File: config.mk
export PLATFORM = sky130hd
export DESIGN_NAME = arp_cache_responder
export DESIGN_NICKNAME = d
export VERILOG_FILES = /design/src/sv/arp_pkg.sv /design/src/sv/arp_table.sv /design/src/sv/arp_ctrl.sv /design/src/sv/arp_cache_responder.sv
export SDC_FILE = /design/constraint.sdc
export NUM_CORES = 1
export LEC_CHECK = 0
export ABC_AREA = 0
export BUFFER_PORTS_ARGS = -buffer_cell sky130_fd_sc_hd__buf_2
export CAP_MARGIN = 15
export CORE_UTILIZATION = 50
export CTS_BUF_LIST = sky130_fd_sc_hd__clkbuf_2 sky130_fd_sc_hd__clkbuf_4 sky130_fd_sc_hd__clkbuf_8
export CTS_CLUSTER_DIAMETER = 30
export DETAILED_ROUTE_END_ITERATION = 8
export PLACE_DENSITY = 0.64
export SYNTH_ARGS = -nofsm -noshare
export SYNTH_HDL_FRONTEND = slang
export SYNTH_HIERARCHICAL = 1
export SYNTH_SLANG_ARGS = --single-unit
File: constraint.sdc
create_clock -name i_clk -period 10.9 [get_ports i_clk]
set_clock_uncertainty 0.1 [all_clocks]
set_input_delay 1.635 -clock i_clk [delete_from_list [all_inputs] [get_ports i_clk]]
set_output_delay 1.635 -clock i_clk [all_outputs]
set_load 0.01 [all_outputs]
File: src/sv/arp_pkg.sv
// Shared types and protocol constants for the address-resolution responder.
`default_nettype none

package arp_pkg;

    // Field values as they appear in received and sent packets
    localparam logic [15:0] HW_TYPE_OK  = 16'hFE00;
    localparam logic [15:0] PROTO_OK    = 16'h0100;
    localparam logic [15:0] OP_REQ      = 16'h0100;
    localparam logic [15:0] OP_REP      = 16'h0200;
    localparam logic [10:0] MIN_LEN     = 11'd18;
    localparam logic [7:0]  BCAST_HW    = 8'hFF;

    // Configuration register indexes
    localparam logic CFG_MY_IP = 1'b0;
    localparam logic CFG_MY_HW = 1'b1;

    // Result status codes
    localparam logic [3:0] ST_SHORT      = 4'd0;
    localparam logic [3:0] ST_REQ_NOT_ME = 4'd1;
    localparam logic [3:0] ST_REPLIED    = 4'd2;
    localparam logic [3:0] ST_LEARNED    = 4'd3;
    localparam logic [3:0] ST_REP_NOT_ME = 4'd4;
    localparam logic [3:0] ST_BAD_OP     = 4'd5;
    localparam logic [3:0] ST_HIT        = 4'd6;
    localparam logic [3:0] ST_MISS       = 4'd7;
    localparam logic [3:0] ST_NULL       = 4'd8;

    typedef struct packed {
        logic [31:0] ip;
        logic [7:0]  hw;
    } t_entry;

    typedef struct packed {
        logic        opcode;
        logic [10:0] pkt_len;
        logic [15:0] hw_type;
        logic [15:0] proto_type;
        logic [15:0] arp_op;
        logic [7:0]  sender_hw;
        logic [31:0] sender_ip;
        logic [31:0] target_ip;
        logic [31:0] query_ip;
    } t_item;

    typedef struct packed {
        logic [3:0]  status;
        logic        send_packet;
        logic [7:0]  dest_hw;
        logic [15:0] pkt_op;
        logic [7:0]  pkt_sender_hw;
        logic [31:0] pkt_sender_ip;
        logic [7:0]  pkt_target_hw;
        logic [31:0] pkt_target_ip;
        logic [7:0]  resolved_hw;
        logic        unexpected_reply;
        logic        wake_waiter;
    } t_result;

endpackage

`default_nettype wire

File: src/sv/arp_table.sv
// Address table memory: one write port, one registered read port, per-entry valid bits.
`default_nettype none

module arp_table
    import arp_pkg::*;
#(
    parameter int DEPTH = 16,
    parameter int AW    = $clog2(DEPTH)
) (
    input  wire logic          i_clk,
    input  wire logic          i_rst_n,
    input  wire logic          i_rd_en,
    input  wire logic [AW-1:0] i_rd_addr,
    output t_entry             o_rd_entry,
    input  wire logic          i_wr_en,
    input  wire logic [AW-1:0] i_wr_addr,
    input  wire t_entry        i_wr_entry
);

    t_entry           mem [DEPTH];
    logic [DEPTH-1:0] r_valid;
    logic             r_rd_valid;
    t_entry           r_rd_data;

    // Valid bits stand in for clearing the protocol addresses at reset
    always_ff @(posedge i_clk) begin
        if (!i_rst_n) begin
            r_valid <= '0;
        end else if (i_wr_en) begin
            r_valid[i_wr_addr] <= 1'b1;
        end
    end

    always_ff @(posedge i_clk) begin
        if (i_wr_en) begin
            mem[i_wr_addr] <= i_wr_entry;
        end
    end

    always_ff @(posedge i_clk) begin
        if (i_rd_en) begin
            r_rd_valid <= r_valid[i_rd_addr];
            r_rd_data  <= mem[i_rd_addr];
        end
    end

    // An entry never written reads as empty
    assign o_rd_entry.ip = r_rd_valid ? r_rd_data.ip : 32'd0;
    assign o_rd_entry.hw = r_rd_data.hw;

endmodule

`default_nettype wire

File: src/sv/arp_ctrl.sv
// Sequencer: classify an item, scan the table one entry a cycle, write back, build the result.
`default_nettype none

module arp_ctrl
    import arp_pkg::*;
#(
    parameter int DEPTH = 16,
    parameter int AW    = $clog2(DEPTH)
) (
    input  wire logic          i_clk,
    input  wire logic          i_rst_n,
    input  wire logic [31:0]   i_my_ip,
    input  wire logic [7:0]    i_my_hw,
    input  wire logic          i_item_valid,
    input  wire t_item         i_item,
    output logic               o_in_ready,
    input  wire logic          i_out_free,
    output logic               o_push,
    output t_result            o_result,
    output logic               o_rd_en,
    output logic [AW-1:0]      o_rd_addr,
    input  wire t_entry        i_rd_entry,
    output logic               o_wr_en,
    output logic [AW-1:0]      o_wr_addr,
    output t_entry             o_wr_entry
);

    localparam logic [1:0] S_IDLE = 2'd0;
    localparam logic [1:0] S_SCAN = 2'd1;
    localparam logic [1:0] S_DONE = 2'd2;

    localparam logic [1:0] K_RESOLVE = 2'd0;
    localparam logic [1:0] K_REQ     = 2'd1;
    localparam logic [1:0] K_REP     = 2'd2;

    localparam logic [AW-1:0] LAST = AW'(DEPTH - 1);

    logic [1:0]    r_state, n_state;
    logic [1:0]    r_kind, n_kind;
    logic [31:0]   r_key, n_key;
    logic [7:0]    r_shw, n_shw;
    logic [AW-1:0] r_ridx, n_ridx;
    logic          r_rdone, n_rdone;
    logic          r_cvalid, n_cvalid;
    logic [AW-1:0] r_cidx, n_cidx;
    logic [31:0]   r_expected, n_expected;
    logic          r_pending, n_pending;
    t_result       r_res, n_res;

    logic ip_zero;
    logic ip_match;
    logic hit;
    logic stop;

    assign ip_zero  = (i_rd_entry.ip == 32'd0);
    assign ip_match = (i_rd_entry.ip == r_key);
    assign hit      = !ip_zero && ip_match;
    assign stop     = r_cvalid && (ip_zero || ip_match || (r_cidx == LAST));

    always_comb begin
        n_state    = r_state;
        n_kind     = r_kind;
        n_key      = r_key;
        n_shw      = r_shw;
        n_ridx     = r_ridx;
        n_rdone    = r_rdone;
        n_cvalid   = 1'b0;
        n_cidx     = r_cidx;
        n_expected = r_expected;
        n_pending  = r_pending;
        n_res      = r_res;
        o_in_ready = 1'b0;
        o_push     = 1'b0;
        o_rd_en    = 1'b0;
        o_rd_addr  = r_ridx;
        o_wr_en    = 1'b0;
        o_wr_addr  = r_cidx;
        o_wr_entry = '{ip: r_key, hw: r_shw};

        case (r_state)
            S_IDLE: begin
                o_in_ready = 1'b1;
                if (i_item_valid) begin
                    n_res   = '0;
                    n_ridx  = '0;
                    n_rdone = 1'b0;
                    n_shw   = i_item.sender_hw;
                    n_key   = i_item.sender_ip;
                    n_state = S_DONE;
                    if (i_item.opcode) begin
                        if (i_item.query_ip == 32'd0) begin
                            n_res.status = ST_NULL;
                        end else begin
                            n_kind  = K_RESOLVE;
                            n_key   = i_item.query_ip;
                            n_state = S_SCAN;
                        end
                    end else if (i_item.pkt_len < MIN_LEN) begin
                        n_res.status = ST_SHORT;
                    end else if (i_item.arp_op == OP_REQ) begin
                        if (i_item.hw_type != HW_TYPE_OK || i_item.proto_type != PROTO_OK ||
                            i_item.target_ip != i_my_ip) begin
                            n_res.status = ST_REQ_NOT_ME;
                        end else begin
                            n_kind  = K_REQ;
                            n_state = S_SCAN;
                        end
                    end else if (i_item.arp_op == OP_REP) begin
                        if (i_item.target_ip != i_my_ip) begin
                            n_res.status = ST_REP_NOT_ME;
                        end else begin
                            n_kind  = K_REP;
                            n_state = S_SCAN;
                        end
                    end else begin
                        n_res.status = ST_BAD_OP;
                    end
                end
            end

            S_SCAN: begin
                // Issue the next read while checking the entry read last cycle
                if (!r_rdone) begin
                    o_rd_en  = 1'b1;
                    n_ridx   = r_ridx + 1'b1;
                    n_cvalid = 1'b1;
                    n_cidx   = r_ridx;
                    if (r_ridx == LAST) begin
                        n_rdone = 1'b1;
                    end
                end
                if (stop) begin
                    n_state  = S_DONE;
                    n_cvalid = 1'b0;
                    n_rdone  = 1'b1;
                    n_res    = '0;
                    case (r_kind)
                        K_RESOLVE: begin
                            if (hit) begin
                                n_res.status      = ST_HIT;
                                n_res.resolved_hw = i_rd_entry.hw;
                            end else begin
                                n_res.status        = ST_MISS;
                                n_res.send_packet   = 1'b1;
                                n_res.dest_hw       = BCAST_HW;
                                n_res.pkt_op        = OP_REQ;
                                n_res.pkt_sender_hw = i_my_hw;
                                n_res.pkt_sender_ip = i_my_ip;
                                n_res.pkt_target_ip = r_key;
                                n_expected          = r_key;
                                n_pending           = 1'b1;
                            end
                        end
                        K_REQ: begin
                            o_wr_en             = 1'b1;
                            n_res.status        = ST_REPLIED;
                            n_res.send_packet   = 1'b1;
                            n_res.dest_hw       = r_shw;
                            n_res.pkt_op        = OP_REP;
                            n_res.pkt_sender_hw = i_my_hw;
                            n_res.pkt_sender_ip = i_my_ip;
                            n_res.pkt_target_hw = r_shw;
                            n_res.pkt_target_ip = r_key;
                        end
                        K_REP: begin
                            o_wr_en                = 1'b1;
                            n_res.status           = ST_LEARNED;
                            n_res.unexpected_reply = !hit && (r_expected != r_key);
                            n_res.wake_waiter      = r_pending;
                            n_pending              = 1'b0;
                        end
                        default: begin
                            n_state = S_IDLE;
                        end
                    endcase
                end
            end

            S_DONE: begin
                // Hold the result until the output register can take it
                if (i_out_free) begin
                    o_push  = 1'b1;
                    n_state = S_IDLE;
                end
            end

            default: begin
                n_state = S_IDLE;
            end
        endcase
    end

    assign o_result = r_res;

    always_ff @(posedge i_clk) begin
        if (!i_rst_n) begin
            r_state    <= S_IDLE;
            r_rdone    <= 1'b1;
            r_cvalid   <= 1'b0;
            r_expected <= 32'd0;
            r_pending  <= 1'b0;
        end else begin
            r_state    <= n_state;
            r_rdone    <= n_rdone;
            r_cvalid   <= n_cvalid;
            r_expected <= n_expected;
            r_pending  <= n_pending;
        end
    end

    always_ff @(posedge i_clk) begin
        r_kind <= n_kind;
        r_key  <= n_key;
        r_shw  <= n_shw;
        r_ridx <= n_ridx;
        r_cidx <= n_cidx;
        r_res  <= n_res;
    end

`ifndef SYNTHESIS
    a_wr_only_on_stop: assert property (@(posedge i_clk) disable iff (!i_rst_n)
        o_wr_en |-> (r_state == S_SCAN) && r_cvalid)
        else $error("table write outside a scan decision");
    a_wr_then_done: assert property (@(posedge i_clk) disable iff (!i_rst_n)
        o_wr_en |=> (r_state == S_DONE))
        else $error("scan did not finish after a table write");
    a_push_when_free: assert property (@(posedge i_clk) disable iff (!i_rst_n)
        o_push |-> i_out_free)
        else $error("result pushed into a full output register");
    a_accept_then_busy: assert property (@(posedge i_clk) disable iff (!i_rst_n)
        (o_in_ready && i_item_valid) |=> !o_in_ready)
        else $error("second transfer taken while an item is in flight");
`endif

endmodule

`default_nettype wire

File: src/sv/arp_cache_responder.sv
// Top level of the address-resolution responder: config registers, table, sequencer, output register.
//
// Each input transfer is either a received address packet or a resolve
// query, and it produces exactly one result transfer. Items that are
// rejected on their fields alone (short packet, request or reply not for
// us, unknown opcode, null query) skip the table: their result is registered
// in the sequencer and then moved into the output register. Items that consult
// the table (resolve, request for us, reply for us) scan it from entry 0, one entry
// per cycle through the table memory's single registered read port, and stop at
// the first empty or matching entry or at the last one. One item is in work at
// a time. A finished result sits in an output register, so the next item is
// taken while the previous result still waits downstream. The table needs no
// clearing pass after reset: per-entry valid bits make unwritten entries read
// as empty. Write my_ip (index 0) and my_hw (index 1) only while no item is in
// work.
`default_nettype none

module arp_cache_responder
    import arp_pkg::*;
#(
    parameter int TABLE_ENTRIES = 16
) (
    input  wire logic        i_clk,
    input  wire logic        i_rst_n,
    // configuration write port
    input  wire logic        i_cfg_we,
    input  wire logic        i_cfg_addr,
    input  wire logic [31:0] i_cfg_wdata,
    // input item channel
    input  wire logic        i_valid,
    output logic             o_ready,
    input  wire logic        i_opcode,
    input  wire logic [10:0] i_pkt_len,
    input  wire logic [15:0] i_hw_type,
    input  wire logic [15:0] i_proto_type,
    input  wire logic [15:0] i_arp_op,
    input  wire logic [7:0]  i_sender_hw,
    input  wire logic [31:0] i_sender_ip,
    input  wire logic [31:0] i_target_ip,
    input  wire logic [31:0] i_query_ip,
    // result channel
    output logic             o_valid,
    input  wire logic        i_ready,
    output logic [3:0]       o_status,
    output logic             o_send_packet,
    output logic [7:0]       o_dest_hw,
    output logic [15:0]      o_pkt_op,
    output logic [7:0]       o_pkt_sender_hw,
    output logic [31:0]      o_pkt_sender_ip,
    output logic [7:0]       o_pkt_target_hw,
    output logic [31:0]      o_pkt_target_ip,
    output logic [7:0]       o_resolved_hw,
    output logic             o_unexpected_reply,
    output logic             o_wake_waiter
);

    localparam int AW = $clog2(TABLE_ENTRIES);

    logic [31:0]   r_my_ip;
    logic [7:0]    r_my_hw;
    logic          r_out_valid;
    t_result       r_out;

    t_item         item;
    t_result       result;
    logic          push;
    logic          out_free;
    logic          rd_en;
    logic [AW-1:0] rd_addr;
    t_entry        rd_entry;
    logic          wr_en;
    logic [AW-1:0] wr_addr;
    t_entry        wr_entry;

    // Configuration registers
    always_ff @(posedge i_clk) begin
        if (!i_rst_n) begin
            r_my_ip <= 32'd0;
            r_my_hw <= 8'd0;
        end else if (i_cfg_we) begin
            case (i_cfg_addr)
                CFG_MY_IP: r_my_ip <= i_cfg_wdata;
                CFG_MY_HW: r_my_hw <= i_cfg_wdata[7:0];
                default:   r_my_ip <= r_my_ip;
            endcase
        end
    end

    assign item = '{
        opcode:     i_opcode,
        pkt_len:    i_pkt_len,
        hw_type:    i_hw_type,
        proto_type: i_proto_type,
        arp_op:     i_arp_op,
        sender_hw:  i_sender_hw,
        sender_ip:  i_sender_ip,
        target_ip:  i_target_ip,
        query_ip:   i_query_ip
    };

    arp_table #(
        .DEPTH (TABLE_ENTRIES),
        .AW    (AW)
    ) u_table (
        .i_clk      (i_clk),
        .i_rst_n    (i_rst_n),
        .i_rd_en    (rd_en),
        .i_rd_addr  (rd_addr),
        .o_rd_entry (rd_entry),
        .i_wr_en    (wr_en),
        .i_wr_addr  (wr_addr),
        .i_wr_entry (wr_entry)
    );

    arp_ctrl #(
        .DEPTH (TABLE_ENTRIES),
        .AW    (AW)
    ) u_ctrl (
        .i_clk        (i_clk),
        .i_rst_n      (i_rst_n),
        .i_my_ip      (r_my_ip),
        .i_my_hw      (r_my_hw),
        .i_item_valid (i_valid),
        .i_item       (item),
        .o_in_ready   (o_ready),
        .i_out_free   (out_free),
        .o_push       (push),
        .o_result     (result),
        .o_rd_en      (rd_en),
        .o_rd_addr    (rd_addr),
        .i_rd_entry   (rd_entry),
        .o_wr_en      (wr_en),
        .o_wr_addr    (wr_addr),
        .o_wr_entry   (wr_entry)
    );

    // Output register: free when empty or being drained this cycle
    assign out_free = !r_out_valid || i_ready;

    always_ff @(posedge i_clk) begin
        if (!i_rst_n) begin
            r_out_valid <= 1'b0;
        end else if (push) begin
            r_out_valid <= 1'b1;
        end else if (i_ready) begin
            r_out_valid <= 1'b0;
        end
    end

    always_ff @(posedge i_clk) begin
        if (push) begin
            r_out <= result;
        end
    end

    assign o_valid            = r_out_valid;
    assign o_status           = r_out.status;
    assign o_send_packet      = r_out.send_packet;
    assign o_dest_hw          = r_out.dest_hw;
    assign o_pkt_op           = r_out.pkt_op;
    assign o_pkt_sender_hw    = r_out.pkt_sender_hw;
    assign o_pkt_sender_ip    = r_out.pkt_sender_ip;
    assign o_pkt_target_hw    = r_out.pkt_target_hw;
    assign o_pkt_target_ip    = r_out.pkt_target_ip;
    assign o_resolved_hw      = r_out.resolved_hw;
    assign o_unexpected_reply = r_out.unexpected_reply;
    assign o_wake_waiter      = r_out.wake_waiter;

endmodule

`default_nettype wire
==> results by group <==
Synth
  – Post-synth top area share: 0.712
  – Number of synthesized flops with an enable pin: roughly 960
  – #FFs+latches synth: between 1000 and 1500
  – Post-synth top cells: edfxtp_1 (955), mux4_2 (164), nand2_1 (121), and2_1 (115), dfxtp_1 (94)
  – Top-count cell post-synth: edfxtp_1
  – Ys async rst share: 0
  – Ranking of synthesized cells by area: edfxtp_1 (71%), mux4_2 (9.2%), dfxtp_1 (4.7%)
  – YS warnings: 6
  – Primary FF master, synth: edfxtp_1
  – Mean area per synthesized cell: ~19 um2
  – Yosys cell types: 63
  – Syn Inst Count: between 2000 and 2500
  – Sequential share of the synthesized area: 0.758
  – Synth Cell Area: between 0.04 and 0.05 mm2
  – Most area-hungry cell type in the Yosys netlist: edfxtp_1

Setup path
  – Kind of cell adding the most delay to the critical path: simple AND/OR/NAND/NOR gates
  – CP max-delay cell: nor3_2
  – Slowest stage delay, CP: approximately 0.93 ns
  – Buffers & Inverters on Critical Path: 1
  – Worst r2r src: u_table/r_rd_valid
  – WP depth: 10
  – CP Data Arrival Time: a little under 6 ns
  – Most used cell along the critical path: nor2_1
  – Reg2reg setup slack: roughly 5.3 ns
  – CP Max Fanout: 33
  – R2R Path End: u_table/mem[12][19]
  – Critical Path RT: around 11 ns
  – Cell Chain, Critical Path: and2_1 -> nor4_1 -> nand4_1 -> nor2_1 -> a211oi_2 -> or3_1 -> nor2_1 -> nand3_1 -> nor3_2 -> buf_4
  – Crit Path Category: flip-flop to flip-flop
  – FF-to-FF path depth: 10
  – Critical path launch point: u_table/r_rd_valid
  – CP Launch Type: flip-flop
  – Critical Path Sink Type: flip-flop

STA
  – Setup TNS: 0 ns
  – Period utilisation layout: 0.510
  – Fin crit period: ~5.6 ns
  – Fmax: about 180 MHz
  – Worst-margin pin slew: about 1.1 ns
  – RSZ-0062 raised after global routing: no
  – Final Slew Violations: 0
  – Final Hold Violating Endpoints: 0
  – Slew headroom: 0.245
  – Final setup violation count: 0

Pwr
  – P_leak: about 16 nW
  – Peak VDD IR: 0.120 mV
  – P per Cell Area: approximately 200 mW/mm2

Final layout
  – Layout cell share with drive strength beyond 1: 0.346
  – Fillers: 5919
  – Post-Layout Inst Area: ~0.048 mm2
  – Final non-filler cell total: 3820
  – Area Growth Syn to Fin: 18.2%
  – Nets@finish: between 2000 and 3000

Outcome
  – Run status: finished, final reports clean

Min path
  – Min-Delay Startpoint: u_ctrl/o_result[35]
  – Min-Delay Path Class: flip-flop to flip-flop
  – Hold path endpoint: o_pkt_target_ip[25]
  – Worst hold stages: 0

Global route
  – GR Overflow Total: 0
  – Pin count of the biggest net entering global routing: around 140
  – M2 GR Usage: 0.363
  – Vias in the first global route: about 23000
  – First-pass GRT wire length: approximately 140000 um
  – Initial antenna violation count: 6
  – Met1 Track Usage GR: 0.314
  – Met3 Use GR: 0.0582
  – GRT Total Usage: 0.230
  – Top Usage Layer GRT: met2

Route
  – Final ANT Viol Nets: 0
  – Drt via density: 5.62
  – DR vias: ~21000
  – Drc violations: 0
  – DR WL/cell: between 20 and 25 um
  – Iter 0 DRT Violations: approximately 1900
  – Post-Route WL: about 92000 um
  – First-pass detailed-route iteration total: 7

Clocking
  – Clock Tree Buf Depth: 3
  – CTS root buf: clkbuf_8
  – CTS tree: built
  – # hold bufs at CTS: 0
  – Clk pin slew, worst setup/hold paths: around 0.06 ns
  – Setup Fix Bufs, Post-CTS: 0
  – CTS Buf Count: 201
  – CTS H-tree depth: 4
  – Post-cts resize count: 0
  – TritonCTS Sinks: about 1000
  – Worst-skew pair later-pin latency: between 0.8 and 0.9 ns

Die
  – IO Pins: ~320
  – Overall die height: 286 um
  – Row count: around 100
  – DIE WIDTH: ~290 um
  – Starting Density: 0.508
  – Die ar.: between 0.08 and 0.09 mm2
  – Area of the core: just under 0.08 mm2

Placement
  – Dpl cell area: around 0.043 mm2
  – Post-detail-place hpwl: 52300 um
  – Inst Count DP: between 3000 and 4000
  – RePlAce Congestion: 0.871
  – Port Buffer Count: 321

Flow run
  – Max-Cap Viols: 0
## cell usage in the layout, fill, tap and decap left out, types with 8 or more instances in the layout
cell type,Yosys,routed
a21oi_1,35,35
a22oi_1,82,82
and2_1,115,114
and3_1,10,10
buf_2,22,321
buf_4,35,55
bufinv_16,0,27
clkbuf_4,0,26
clkbuf_8,0,210
clkinv_1,1,38
clkinv_2,0,34
clkinv_4,0,9
clkinvlp_4,0,14
conb_1,1,14
dfxtp_1,94,94
edfxtp_1,955,955
inv_1,9,8
mux2_2,32,32
mux2i_1,40,40
mux4_2,164,164
nand2_1,121,120
nand3_1,36,36
nand4_1,19,19
nor2_1,31,17
nor2_4,0,14
nor4_1,32,32
nor4_2,10,10
o21a_1,17,17
o21ai_0,18,18
o21ai_1,19,18
or2_2,8,8
xnor2_1,33,33
xor2_1,66,66
## flip-flops by register name (all words and copies together), names as in the netlist, 32 cells and up
name and flops:
o_pkt_target_ip 32, u_ctrl/o_result 105, u_ctrl/r_key 32, u_ctrl/r_expected 32, u_table/mem 640, o_pkt_sender_ip 32
r_my_ip 32, u_table/r_rd_data 32
## cell type report
cell class | instances | area, um2 | area share
well taps | 1050 | 1310 | 0.0276
clock inverters | 128 | 1370 | 0.0287
diodes | 5 | 12.5 | 0.000263
flip-flops and latches | 1049 | 30600 | 0.642
inverters | 10 | 37.5 | 0.000788
clock buffers | 236 | 3090 | 0.0648
repair buffers | 379 | 2080 | 0.0437
multi-input cells | 963 | 9180 | 0.193
## routing by layer
metal | share of wire | vias up | wire, um
met1 | 0.42 | 11000 | 38500
met4 | 0.021 | 2 | 1940
li1 | - | 9420 | -
met2 | 0.48 | 917 | 44300
met3 | 0.083 | 147 | 7620
met5 | 0.00014 | - | 13
## metrics by stage
stage,setup slack (ns),hold WS [ns],total power [W],utilization
finish,5.34,0.302,0.00930,0.600
global route,5.16,0.314,0.00963,0.600
CTS,5.39,0.312,0.00939,0.600
detailed placement,5.43,0.305,0.00518,0.544
global placement,5.59,0.300,0.00516,0.544
floorplan,4.93,0.300,0.00497,-
## where the power goes
| part | switching [W] | leakage (nW) | internal [W] |
|---|---|---|---|
| Combinational | 0.000312 | 4.64 | 0.000217 |
| Sequential | 0.0000616 | 9.50 | 0.00450 |
| Clock | 0.00168 | 2.27 | 0.00253 |
## logic make-up after synthesis
logic type,after synthesis,synth area share
AOI/OAI and AO/OA,192,0.0318
xor gates and xnor gates,99,0.0215
adders and majority gates,5,0.00155
buffers and inverters,133,0.0192
DFF,1049,0.758
muxes,236,0.111
other,1,0.0000931
and+or+nand+nor,417,0.0570
## how the worst max path moves through the flow
stage                     endpoint  slack [ns]
2_1_floorplan    u_table/mem[0][0]        4.93
3_3_place_gp   u_table/mem[12][20]        5.59
3_5_place_dp   u_table/mem[12][23]        5.43
4_1_cts        u_table/mem[12][19]        5.39
5_1_grt        u_table/mem[12][19]        5.16
6_report       u_table/mem[12][19]        5.34
(Power assumes the default switching activity.)
